File: src/rtl/lph_pkg.sv
// shared types and constants for the linear probing hash table
`default_nettype none
package lph_pkg;

  localparam int KEY_W   = 64;
  localparam int PHONE_W = 50;
  localparam int STAT_W  = 2;
  localparam int SLOT_W  = 4;
  localparam int COUNT_W = 5;
  // byte sum of eight key bytes never exceeds 2040
  localparam int SUM_W   = 11;

  localparam logic CMD_INSERT = 1'b0;
  localparam logic CMD_SEARCH = 1'b1;

  localparam logic [STAT_W-1:0] ST_INSERTED = 2'd0;
  localparam logic [STAT_W-1:0] ST_FULL     = 2'd1;
  localparam logic [STAT_W-1:0] ST_FOUND    = 2'd2;
  localparam logic [STAT_W-1:0] ST_MISSING  = 2'd3;

  typedef struct packed {
    logic               command;
    logic [KEY_W-1:0]   key_bytes;
    logic [PHONE_W-1:0] phone_number;
  } lph_in_t;

  typedef struct packed {
    logic [STAT_W-1:0]  status;
    logic [SLOT_W-1:0]  slot_index;
    logic [PHONE_W-1:0] found_phone;
    logic [COUNT_W-1:0] probe_count;
  } lph_out_t;

  typedef struct packed {
    logic               valid;
    logic [KEY_W-1:0]   key;
    logic [PHONE_W-1:0] phone;
  } lph_entry_t;

endpackage
`default_nettype wire

File: src/rtl/linear_probe_hash_table_top.sv
// phone book hash table with linear probing over a slot memory
//
//  port group   dir   payload     moves
//  in_*         in    lph_in_t    one insert or search request
//  out_*        out   lph_out_t   one result per request
//
// a request goes through the byte sum and its remainder by a reciprocal
// multiply, then the probes of 1 to TABLE_SLOTS slots, one slot memory read
// per cycle through its single registered read port, then the result load and
// the output load, before the next one can be taken. after reset a clearing
// pass empties the slot memory while in_stall stays high. one request is worked
// at a time; a finished result waits in the output register under out_stall
// while the next request is already taken.
`default_nettype none
module linear_probe_hash_table_top
  import lph_pkg::*;
#(
  parameter int TABLE_SLOTS = 16,
  parameter int KEY_CHARS   = 8
) (
  input  wire logic    clk,
  input  wire logic    rst_n,
  input  wire logic    in_valid,
  output logic         in_stall,
  input  wire lph_in_t in_data,
  output logic         out_valid,
  input  wire logic    out_stall,
  output lph_out_t     out_data
);

  localparam int IW = (TABLE_SLOTS > 1) ? $clog2(TABLE_SLOTS) : 1;
  localparam int CW = $clog2(TABLE_SLOTS + 2);
  localparam logic [KEY_W-1:0] KEY_MASK = (KEY_CHARS >= 8) ? {KEY_W{1'b1}} :
      ((KEY_W'(1) << (8 * KEY_CHARS)) - KEY_W'(1));

  localparam logic [2:0] S_CLEAR = 3'd0;
  localparam logic [2:0] S_IDLE  = 3'd1;
  localparam logic [2:0] S_HASH  = 3'd2;
  localparam logic [2:0] S_PROBE = 3'd3;
  localparam logic [2:0] S_OUT   = 3'd4;

  logic [2:0]         state_r, state_nxt;
  logic [IW-1:0]      ptr_r, ptr_nxt;
  logic [CW-1:0]      issued_r, issued_nxt;
  logic               chk_vld_r, chk_vld_nxt;
  logic [IW-1:0]      chk_slot_r, chk_slot_nxt;
  logic [CW-1:0]      chk_cnt_r, chk_cnt_nxt;
  logic               out_valid_r, out_valid_nxt;
  logic               cmd_r, cmd_nxt;
  logic [KEY_W-1:0]   key_r, key_nxt;
  logic [PHONE_W-1:0] phone_r, phone_nxt;
  lph_out_t           res_r, res_nxt;
  lph_out_t           out_data_r, out_data_nxt;

  logic               accept;
  logic               hash_done;
  logic [IW-1:0]      home;
  logic               rd_en;
  logic               wr_en;
  logic [IW-1:0]      wr_addr;
  lph_entry_t         wr_data;
  lph_entry_t         ent;
  logic               hit;
  logic               last;
  logic [IW-1:0]      ptr_inc;

  assign accept  = in_valid && !in_stall;
  assign ptr_inc = (ptr_r == IW'(TABLE_SLOTS - 1)) ? '0 : ptr_r + 1'b1;

  lph_hash #(
    .SLOTS (TABLE_SLOTS),
    .IW    (IW)
  ) u_hash (
    .clk   (clk),
    .rst_n (rst_n),
    .start (accept),
    .key   (in_data.key_bytes & KEY_MASK),
    .done  (hash_done),
    .home  (home)
  );

  lph_mem #(
    .DEPTH (TABLE_SLOTS),
    .AW    (IW)
  ) u_mem (
    .clk     (clk),
    .wr_en   (wr_en),
    .wr_addr (wr_addr),
    .wr_data (wr_data),
    .rd_en   (rd_en),
    .rd_addr (ptr_r),
    .rd_data (ent)
  );

  // a free slot ends an insert, an occupied slot with the same key a search
  always_comb begin
    if (cmd_r == CMD_INSERT) begin
      hit = chk_vld_r && !ent.valid;
    end else begin
      hit = chk_vld_r && ent.valid && (ent.key == key_r);
    end
    last = chk_vld_r && (chk_cnt_r == CW'(TABLE_SLOTS));
  end

  assign rd_en = (state_r == S_PROBE) && (issued_r != CW'(TABLE_SLOTS)) && !hit && !last;

  always_comb begin
    state_nxt     = state_r;
    ptr_nxt       = ptr_r;
    issued_nxt    = issued_r;
    chk_vld_nxt   = rd_en;
    chk_slot_nxt  = ptr_r;
    chk_cnt_nxt   = issued_r + 1'b1;
    out_valid_nxt = out_valid_r && out_stall;
    cmd_nxt       = cmd_r;
    key_nxt       = key_r;
    phone_nxt     = phone_r;
    res_nxt       = res_r;
    out_data_nxt  = out_data_r;
    wr_en         = 1'b0;
    wr_addr       = ptr_r;
    wr_data       = '0;

    case (state_r)
      S_CLEAR: begin
        wr_en   = 1'b1;
        ptr_nxt = ptr_inc;
        if (ptr_r == IW'(TABLE_SLOTS - 1)) begin
          state_nxt = S_IDLE;
        end
      end
      S_IDLE: begin
        if (accept) begin
          cmd_nxt   = in_data.command;
          key_nxt   = in_data.key_bytes & KEY_MASK;
          phone_nxt = in_data.phone_number;
          state_nxt = S_HASH;
        end
      end
      S_HASH: begin
        if (hash_done) begin
          ptr_nxt    = home;
          issued_nxt = '0;
          state_nxt  = S_PROBE;
        end
      end
      S_PROBE: begin
        if (rd_en) begin
          ptr_nxt    = ptr_inc;
          issued_nxt = issued_r + 1'b1;
        end
        if (hit) begin
          res_nxt.slot_index  = SLOT_W'(chk_slot_r);
          res_nxt.probe_count = COUNT_W'(chk_cnt_r);
          if (cmd_r == CMD_INSERT) begin
            res_nxt.status      = ST_INSERTED;
            res_nxt.found_phone = '0;
            wr_en               = 1'b1;
            wr_addr             = chk_slot_r;
            wr_data.valid       = 1'b1;
            wr_data.key         = key_r;
            wr_data.phone       = phone_r;
          end else begin
            res_nxt.status      = ST_FOUND;
            res_nxt.found_phone = ent.phone;
          end
          state_nxt = S_OUT;
        end else if (last) begin
          res_nxt.slot_index  = '0;
          res_nxt.found_phone = '0;
          if (cmd_r == CMD_INSERT) begin
            res_nxt.status      = ST_FULL;
            res_nxt.probe_count = COUNT_W'(TABLE_SLOTS);
          end else begin
            res_nxt.status      = ST_MISSING;
            res_nxt.probe_count = COUNT_W'(TABLE_SLOTS + 1);
          end
          state_nxt = S_OUT;
        end
      end
      S_OUT: begin
        if (!out_valid_r || !out_stall) begin
          out_data_nxt  = res_r;
          out_valid_nxt = 1'b1;
          state_nxt     = S_IDLE;
        end
      end
      default: begin
        state_nxt = S_IDLE;
      end
    endcase
  end

  always_ff @(posedge clk) begin
    if (!rst_n) begin
      state_r     <= S_CLEAR;
      ptr_r       <= '0;
      issued_r    <= '0;
      chk_vld_r   <= 1'b0;
      out_valid_r <= 1'b0;
    end else begin
      state_r     <= state_nxt;
      ptr_r       <= ptr_nxt;
      issued_r    <= issued_nxt;
      chk_vld_r   <= chk_vld_nxt;
      out_valid_r <= out_valid_nxt;
    end
  end

  always_ff @(posedge clk) begin
    chk_slot_r <= chk_slot_nxt;
    chk_cnt_r  <= chk_cnt_nxt;
    cmd_r      <= cmd_nxt;
    key_r      <= key_nxt;
    phone_r    <= phone_nxt;
    res_r      <= res_nxt;
    out_data_r <= out_data_nxt;
  end

  assign in_stall  = (state_r != S_IDLE);
  assign out_valid = out_valid_r;
  assign out_data  = out_data_r;

endmodule
`default_nettype wire

File: src/rtl/lph_mem.sv
// slot store: one write port, one registered read port
`default_nettype none
module lph_mem
  import lph_pkg::*;
#(
  parameter int DEPTH = 16,
  parameter int AW    = 4
) (
  input  wire logic          clk,
  input  wire logic          wr_en,
  input  wire logic [AW-1:0] wr_addr,
  input  wire lph_entry_t    wr_data,
  input  wire logic          rd_en,
  input  wire logic [AW-1:0] rd_addr,
  output lph_entry_t         rd_data
);

  lph_entry_t mem [DEPTH];
  lph_entry_t rd_data_r;

  always_ff @(posedge clk) begin
    if (wr_en) begin
      mem[wr_addr] <= wr_data;
    end
  end

  always_ff @(posedge clk) begin
    if (rd_en) begin
      rd_data_r <= mem[rd_addr];
    end
  end

  assign rd_data = rd_data_r;

endmodule
`default_nettype wire

File: src/rtl/lph_hash.sv
// home slot: byte sum, then its remainder by the table size via a reciprocal multiply
`default_nettype none
module lph_hash
  import lph_pkg::*;
#(
  parameter int SLOTS = 16,
  parameter int IW    = 4
) (
  input  wire logic             clk,
  input  wire logic             rst_n,
  input  wire logic             start,
  input  wire logic [KEY_W-1:0] key,
  output logic                  done,
  output logic [IW-1:0]         home
);

  // floor(x / SLOTS) equals (x * RECIP) >> SHIFT for every x below 2**SUM_W
  localparam int SHIFT = SUM_W + IW;
  localparam int RW    = SUM_W + 2;
  localparam int PW    = SHIFT + SUM_W;
  localparam logic [63:0] RECIP_VAL =
      ((64'd1 << SHIFT) + 64'(SLOTS) - 64'd1) / 64'(SLOTS);
  localparam logic [RW-1:0]    RECIP = RECIP_VAL[RW-1:0];
  localparam logic [SUM_W-1:0] DIV   = SUM_W'(SLOTS);

  logic              sum_vld_r;
  logic              quot_vld_r;
  logic              done_r;
  logic [SUM_W-1:0]  sum_r;
  logic [SUM_W-1:0]  quot_r;
  logic [IW-1:0]     home_r;
  logic [SUM_W-1:0]  sum;
  logic [PW-1:0]     prod;
  logic [SUM_W-1:0]  back;
  logic [SUM_W-1:0]  rem;

  always_comb begin
    sum = '0;
    for (int b = 0; b < KEY_W / 8; b++) begin
      sum = sum + SUM_W'(key[8*b +: 8]);
    end
  end

  assign prod = PW'(sum_r) * PW'(RECIP);
  assign back = quot_r * DIV;
  assign rem  = sum_r - back;

  always_ff @(posedge clk) begin
    if (!rst_n) begin
      sum_vld_r  <= 1'b0;
      quot_vld_r <= 1'b0;
      done_r     <= 1'b0;
    end else begin
      sum_vld_r  <= start;
      quot_vld_r <= sum_vld_r;
      done_r     <= quot_vld_r;
    end
  end

  always_ff @(posedge clk) begin
    if (start) begin
      sum_r <= sum;
    end
    if (sum_vld_r) begin
      quot_r <= prod[SHIFT +: SUM_W];
    end
    if (quot_vld_r) begin
      home_r <= rem[IW-1:0];
    end
  end

  assign done = done_r;
  assign home = home_r;

endmodule
`default_nettype wire

File: config.mk
export PLATFORM = sky130hd
export DESIGN_NAME = linear_probe_hash_table_top
export DESIGN_NICKNAME = d
export VERILOG_FILES = /design/src/rtl/lph_pkg.sv /design/src/rtl/linear_probe_hash_table_top.sv /design/src/rtl/lph_mem.sv /design/src/rtl/lph_hash.sv
export SDC_FILE = /design/constraint.sdc
export NUM_CORES = 2
export LEC_CHECK = 0
export BUFFER_PORTS_ARGS = -buffer_cell sky130_fd_sc_hd__buf_2
export CAP_MARGIN = 10
export CORE_MARGIN = 4
export CORE_UTILIZATION = 25
export DETAILED_ROUTE_END_ITERATION = 8
export PLACE_DENSITY_LB_ADDON = 0.05
export SYNTH_ARGS = -nofsm -noshare
export SYNTH_HDL_FRONTEND = slang
export SYNTH_SLANG_ARGS = --single-unit
File: constraint.sdc
create_clock -name clk -period 15.11 [get_ports clk]
set_input_delay 1.511 -clock clk [delete_from_list [all_inputs] [get_ports clk]]
set_output_delay 1.511 -clock clk [all_outputs]
set_load 0.02 [all_outputs]
# Word-level counts from Yosys, hierarchy flattened
# Memory sizes are Yosys's and may differ from the RTL's. A register that Yosys moved wholly into a read port is not among the register bits.
# Cells that the tools add are included.
# totals
reg_bits,271
ramBits,1840
input_bits,119
output_inout_bits,63
elab_cells,109
n_memories,1
# op_classes
n_addsub,10
eq_ne,15
n_mux,34
reduce_logical,26
# mem_list
name,words,word_bits,read_ports,rd_ports_with_merged_regs,wr,line,source
u_mem.mem,16,115,1,1,1,lph_mem.sv:18,lph_entry_t mem [DEPTH];
# ops
op,count
115-bit 2-to-1 mux,3
61-bit 2-to-1 mux,2
64-bit == test,1
50-bit 2-to-1 mux,1
4-bit adder,7
4-bit 2-to-1 mux,6
3-bit 2-to-1 mux,6
3-bit case mux with 5 select lines,1
4-bit case mux with 3 select lines,1
5-bit 2-to-1 mux,2
5-bit case mux with 2 select lines,1
1-bit logical AND,9
1-bit 2-to-1 mux,8
3-bit by 2-bit == test with 1-bit output (second input constant),2
1-bit zero test,6
2-bit != test (second input constant),3
2-bit AND reduction,3
3-bit AND reduction,2
5-bit by 1-bit adder with 5-bit output (second input constant),1
5-bit == test (second input constant),1
5-bit != test (second input constant),1
5-bit AND reduction,1
4-bit by 1-bit adder with 4-bit output (second input constant),1
4-bit == test (second input constant),1
other kinds (12),15

# Depth between registers and ports, before layout
# logic_depth
ltp_word,8
mapped_depth,13
depth_no_buf,13

# Hierarchy
# Synthesis repeated with hierarchy kept, for this count alone.
# unflattened
hier_cells,3682
hier_area_um2,83306.1
# modules_own_cells
module,instances,cells_per_inst,area_per_inst_um2,seq_area_each_um2
lph_mem,1,2940,72230.5,58706.3
linear_probe_hash_table_top,1,678,10209.8,7577.3
lph_hash,1,64,865.8,300.3

# Worst setup path before layout
# Ideal clock, no wire load.
# synth_path
path_type,register to register
startpoint,register state_r[0]
endpoint,"memory u_mem.mem[0][0] in the netlist's numbering, enable pin"
setup_time_ps,763
t_arrival_ps,9664
required_time_ps,14347
setup_slack_ps,4683
path_stages_with_launch,6
n_path_buf,1
period_less_slack_ps,10427
path_cell_list,dfxtp_1 clkbuf_1 or3_1 nor3_1 inv_1 o32ai_1
# synth_between
elab_chain_cells,4
word_cells_on_any_way,6
cone_classes,eq/ne: 1; mux: 4; reduce/logical: 1
# synth_lines
element,line,source
from (decl),linear_probe_hash_table_top.sv:42,"logic [2:0] state_r, state_nxt;"
from (signal assigned),linear_probe_hash_table_top.sv:202,state_r <= state_nxt;
3-bit by 2-bit == test with 1-bit output or 3-bit zero test (tied branches),linear_probe_hash_table_top.sv:124,case (state_r)
1-bit case mux with 2 select lines,linear_probe_hash_table_top.sv:124,
1-bit 2-to-1 mux,lph_mem.sv:22,if (wr_en) begin
1-bit 2-to-1 mux (implied by the code),lph_mem.sv:23,mem[wr_addr] <= wr_data;
to (decl),lph_mem.sv:18,
# Parallel ways exist; a longest one is shown, timed or not.

==> results by stage <==
Synthesis:
- The cell area after technology mapping is 83700 um2.
- The net count after synthesis is 3610.
- The proportion of synthesized chip area in sequential cells is 79.5%.
- The leading register cell type out of synthesis is edfxtp_1.
- For this run, the number of Yosys warnings is 0.
- After synthesis, the share of flip-flops with an asynchronous set or reset is 0%.
- The number of register bits inferred by synthesis is 2226.
- Synthesis produced a netlist whose cell count is 3470.
- In this run the mean area of a mapped cell was 24.1 um2.
- The synthesized netlist contains 57 unique library cells.
- The number of enable flip-flop cells after synthesis is 2200.

Clock tree:
- In this run the post-CTS setup repair buffer count came out at 0.
- For the worst-skew pair, the clock arrives at the later sink with an insertion delay of 890 ps.
- The CTS buffer count is 276.
- The buffer depth of the longest clock path is 4.
- Clock-pin slew was measured on the worst setup and hold paths at 60 ps.
- Counting every sink on the clock net gives 2226.
- The post-cts hold buffer count is 0.
- Clock tree synthesis selected as its root buffer the cell clkbuf_16.
- Once the clock tree was built, the resizer swapped 0 gates to a different size.
- TritonCTS built the clock tree.
- In this run the number of H-tree levels came out at 5.

Status:
- The run finished with clean final reports.

Setup path:
- The critical path starts at chk_slot_nxt[1].
- The critical path in this run is classified as reg2reg.
- Of all nets on the critical path, the largest fanout is 97.
- Counting stages on the worst path, the most repeated cell is buf_4.
- Measured in cells, the most critical reg-to-reg path has a length of 6.
- In this run the critical register-to-register path is captured at u_mem.rd_data[26].
- In this run the register-to-register setup slack is 9870 ps.
- In this design, the stage delay of the slowest critical-path cell is 900 ps.
- The critical path ends at u_mem.rd_data[26].
- The origin of the critical flop-to-flop path is chk_slot_nxt[1].
- The worst setup path is launched from a register.
- The required time of the critical path is 15720 ps.
- The type of destination of the critical path is a register.
- Traced cell by cell, the critical path runs through buf_4 > buf_12 > buf_4 > buf_4 > mux4_2 > mux4_2.
- The slowest stage of the critical path belongs to the cell buf_4.
- The signal arrival time at the worst endpoint is 5860 ps.

Route:
- Before antenna repair, the detailed router went through 6 iterations.
- The final wirelength is 262000 um.
- The final routed wire length divided by cell count is 30.9 um.
- After detailed routing, the number of vias per cell comes to 4.42.
- The DRC violation count after routing is 0.
- The total number of vias is 37451.
- The first routing iteration left 2981 violations.
- Once detail routing completed, the nets flagged for antenna violations numbered 0.

GRT:
- Entering global routing, the biggest net connects 98 pins.
- The number of global-route vias before repair is 40825.
- Global routing consumed, over all layers together, 15.0% of the routing resources.
- The initial antenna violation count is 27.
- The final global-route overflow total is 0.
- The first global-routing pass estimated 359000 um of wire.

Power and ir drop:
- The total power per unit cell area is 141 nW/um2.
- The worst voltage drop across the vdd grid is 71.7 uV.
- The leakage power of the design is 33.7 nW.

Final layout:
- In the final layout, the share of cells above drive strength 1 is 30.7%.
- The final layout net count is 4003.
- The area growth from synthesis to layout is 18.3%.
- Leaving out filler cells and counting taps, the final layout contains 8476.
- The filler cells instantiated in the layout total 32021.

Die:
- In this run the vertical extent of the chip is 587 um.
- The region available for standard cell placement spans 333000 um2.
- The floorplan step defined a die boundary enclosing 344000 um2.
- The initial utilization of the core area, before any placement, comes to 25.1%.
- The die span in x is 587 um.
- In this run the core area contains 212 standard-cell rows.
- The number of top-level pins is 182.

Placement:
- The number of input and output port buffers inserted is 181.
- The wire-length estimate of the detail-placed layout is 135000 um.
- At the end of routability-driven placement, the weighted congestion stood at 0.682.
- The total placed cells including tap cells is 7972.

STA:
- The final number of setup-violating endpoints is 0.
- Based on the critical path, the design can be clocked at up to 191 MHz.
- For the finished layout, the period the worst path requires is 5240 ps.
- Summed over all failing endpoints, the final setup total negative slack is 0 ps.
- The count of pins over their slew limit came to 0.
- The hold violation count in the final report came to 0.
- The clock arrives with 45.0 ps of skew.
- The fraction of the cycle the final worst path needs is 34.7%.
- Setup repair after global routing left no endpoint under its margin.
- The transition at the pin with the smallest max-transition slack is 1210 ps.
- The worst slew slack as a fraction of its limit is 19.3%.

Min path:
- The class of the worst hold path is reg2reg.

Job:
- The tool flagged a number of max-cap violations equal to 0.
[layer usage]
| layer | vias up | GRT usage, % | routed length [um] | share of wire (%) |
|---|---|---|---|---|
| met5 | - | 0 | 0 | 0 |
| met4 | 0 | 3.25 | 5450 | 2.1 |
| met3 | 352 | 1.97 | 8080 | 3.1 |
| met2 | 715 | 24.3 | 125000 | 48 |
| met1 | 20826 | 21.4 | 123000 | 47 |
| li1 | 15558 | - | - | - |
[how the worst min path moves through the flow]
stage	start	end	slack [ps]	cells past startpoint
6_report	res_r[8]	out_data[8]	420	0
5_1_grt	res_r[37]	out_data[37]	420	0
3_3_place_gp	res_r[24]	out_data[24]	410	0
2_1_floorplan	chk_slot_nxt[2]	chk_slot_r[2]	330	0
4_1_cts	res_r[8]	out_data[8]	410	0
3_5_place_dp	res_r[10]	out_data[10]	400	0
[cell usage after synthesis (18+ instances only)]
cell type | count | area share, %
inv_1 | 34 | 0.15
buf_2 | 62 | 0.37
mux4_2 | 575 | 15
dfxtp_1 | 26 | 0.62
nor2_1 | 18 | 0.081
nor2b_1 | 19 | 0.14
nor4_1 | 22 | 0.16
xor2_1 | 53 | 0.55
edfxtp_1 | 2200 | 79
and2_1 | 124 | 0.93
nand2_1 | 27 | 0.12
and3_1 | 50 | 0.37
clkbuf_1 | 90 | 0.40
[layout by cell type, fill, tap and decap left out, types with 9 or more instances in the layout]
cell	count
o22ai_4	12
and2_1	124
bufinv_16	12
nor2_1	17
buf_12	12
nor2b_1	18
buf_2	181
mux4_2	575
o21ai_0	11
nor3_1	9
buf_4	83
edfxtp_1	2200
nand2_1	27
xor2_1	53
xnor2_1	16
inv_6	14
nor4_1	21
and3_1	50
clkinv_2	41
clkinv_1	68
nand4_1	9
inv_1	34
fa_1	14
clkbuf_16	283
a21oi_1	9
dfxtp_1	22
clkbuf_1	68
[state kept, by name, indices dropped and copies added, names as in the netlist, 3 cells and up]
| register | cells |
|---|---|
| u_mem.mem | 1840 |
| state_r | 3 |
| u_hash.sum_r | 4 |
| out_data | 61 |
| key_r | 64 |
| phone_r | 50 |
| res_r | 61 |
| u_mem.rd_data | 115 |
| chk_slot_nxt | 4 |
| issued_r | 5 |
| chk_slot_r | 4 |
| u_hash.home | 4 |
| chk_cnt_r | 5 |
[worst max-delay path, delay by kind of cell (launching register included)]
family,cells,cell delay [ps]
buffers and inverters,4,3000
multiplexers,2,890
flip-flops,1,720
[cell type report]
cell class / instances / area (um2) / area share (%)
multi-input cells: 1049 / 16600 / 16.8
diodes: 6 / 15.0 / 0.0152
inverters: 34 / 128 / 0.129
repair buffers: 276 / 1770 / 1.79
clock inverters: 142 / 1040 / 1.05
clock buffers: 356 / 7410 / 7.48
flip-flops and latches: 2226 / 66600 / 67.2
well taps: 4387 / 5490 / 5.54
[stage by stage]
stage	hold slack, ps	area [um2]	power (mW)	setup slack [ps]	util, %
2_1_floorplan	329	83700	7.53	4680	-
3_3_place_gp	407	90600	7.82	9670	27.2
3_5_place_dp	405	90600	7.81	9600	27.2
4_1_cts	415	99100	14.2	9610	29.7
5_1_grt	423	99100	14.5	9590	29.7
6_report	415	99100	13.9	9870	29.7
[report_power, final]
| group | total (mW) | switching (mW) | internal [mW] |
|---|---|---|---|
| logic | 0.743 | 0.418 | 0.325 |
| clock network | 6.29 | 2.62 | 3.67 |
| registers | 6.90 | 0.0382 | 6.86 |
| total | 13.9 | 3.08 | 10.9 |
[cells by family (layout without fill, tap and decap cells)]
| family | Yosys count | in the layout | synth area share [%] |
|---|---|---|---|
| XOR/XNOR | 69 | 69 | 0.722 |
| adder cells (fa/ha/maj) | 21 | 21 | 0.439 |
| flip-flops | 2226 | 2226 | 79.5 |
| multiplexers | 580 | 580 | 15.5 |
| other | 0 | 6 | 0 |
| AO/OA/AOI/OAI | 58 | 58 | 0.483 |
| buffers and inverters | 195 | 808 | 0.991 |
| AND/OR/NAND/NOR | 321 | 321 | 2.32 |
Note: power is estimated with default switching activity, not from simulation.
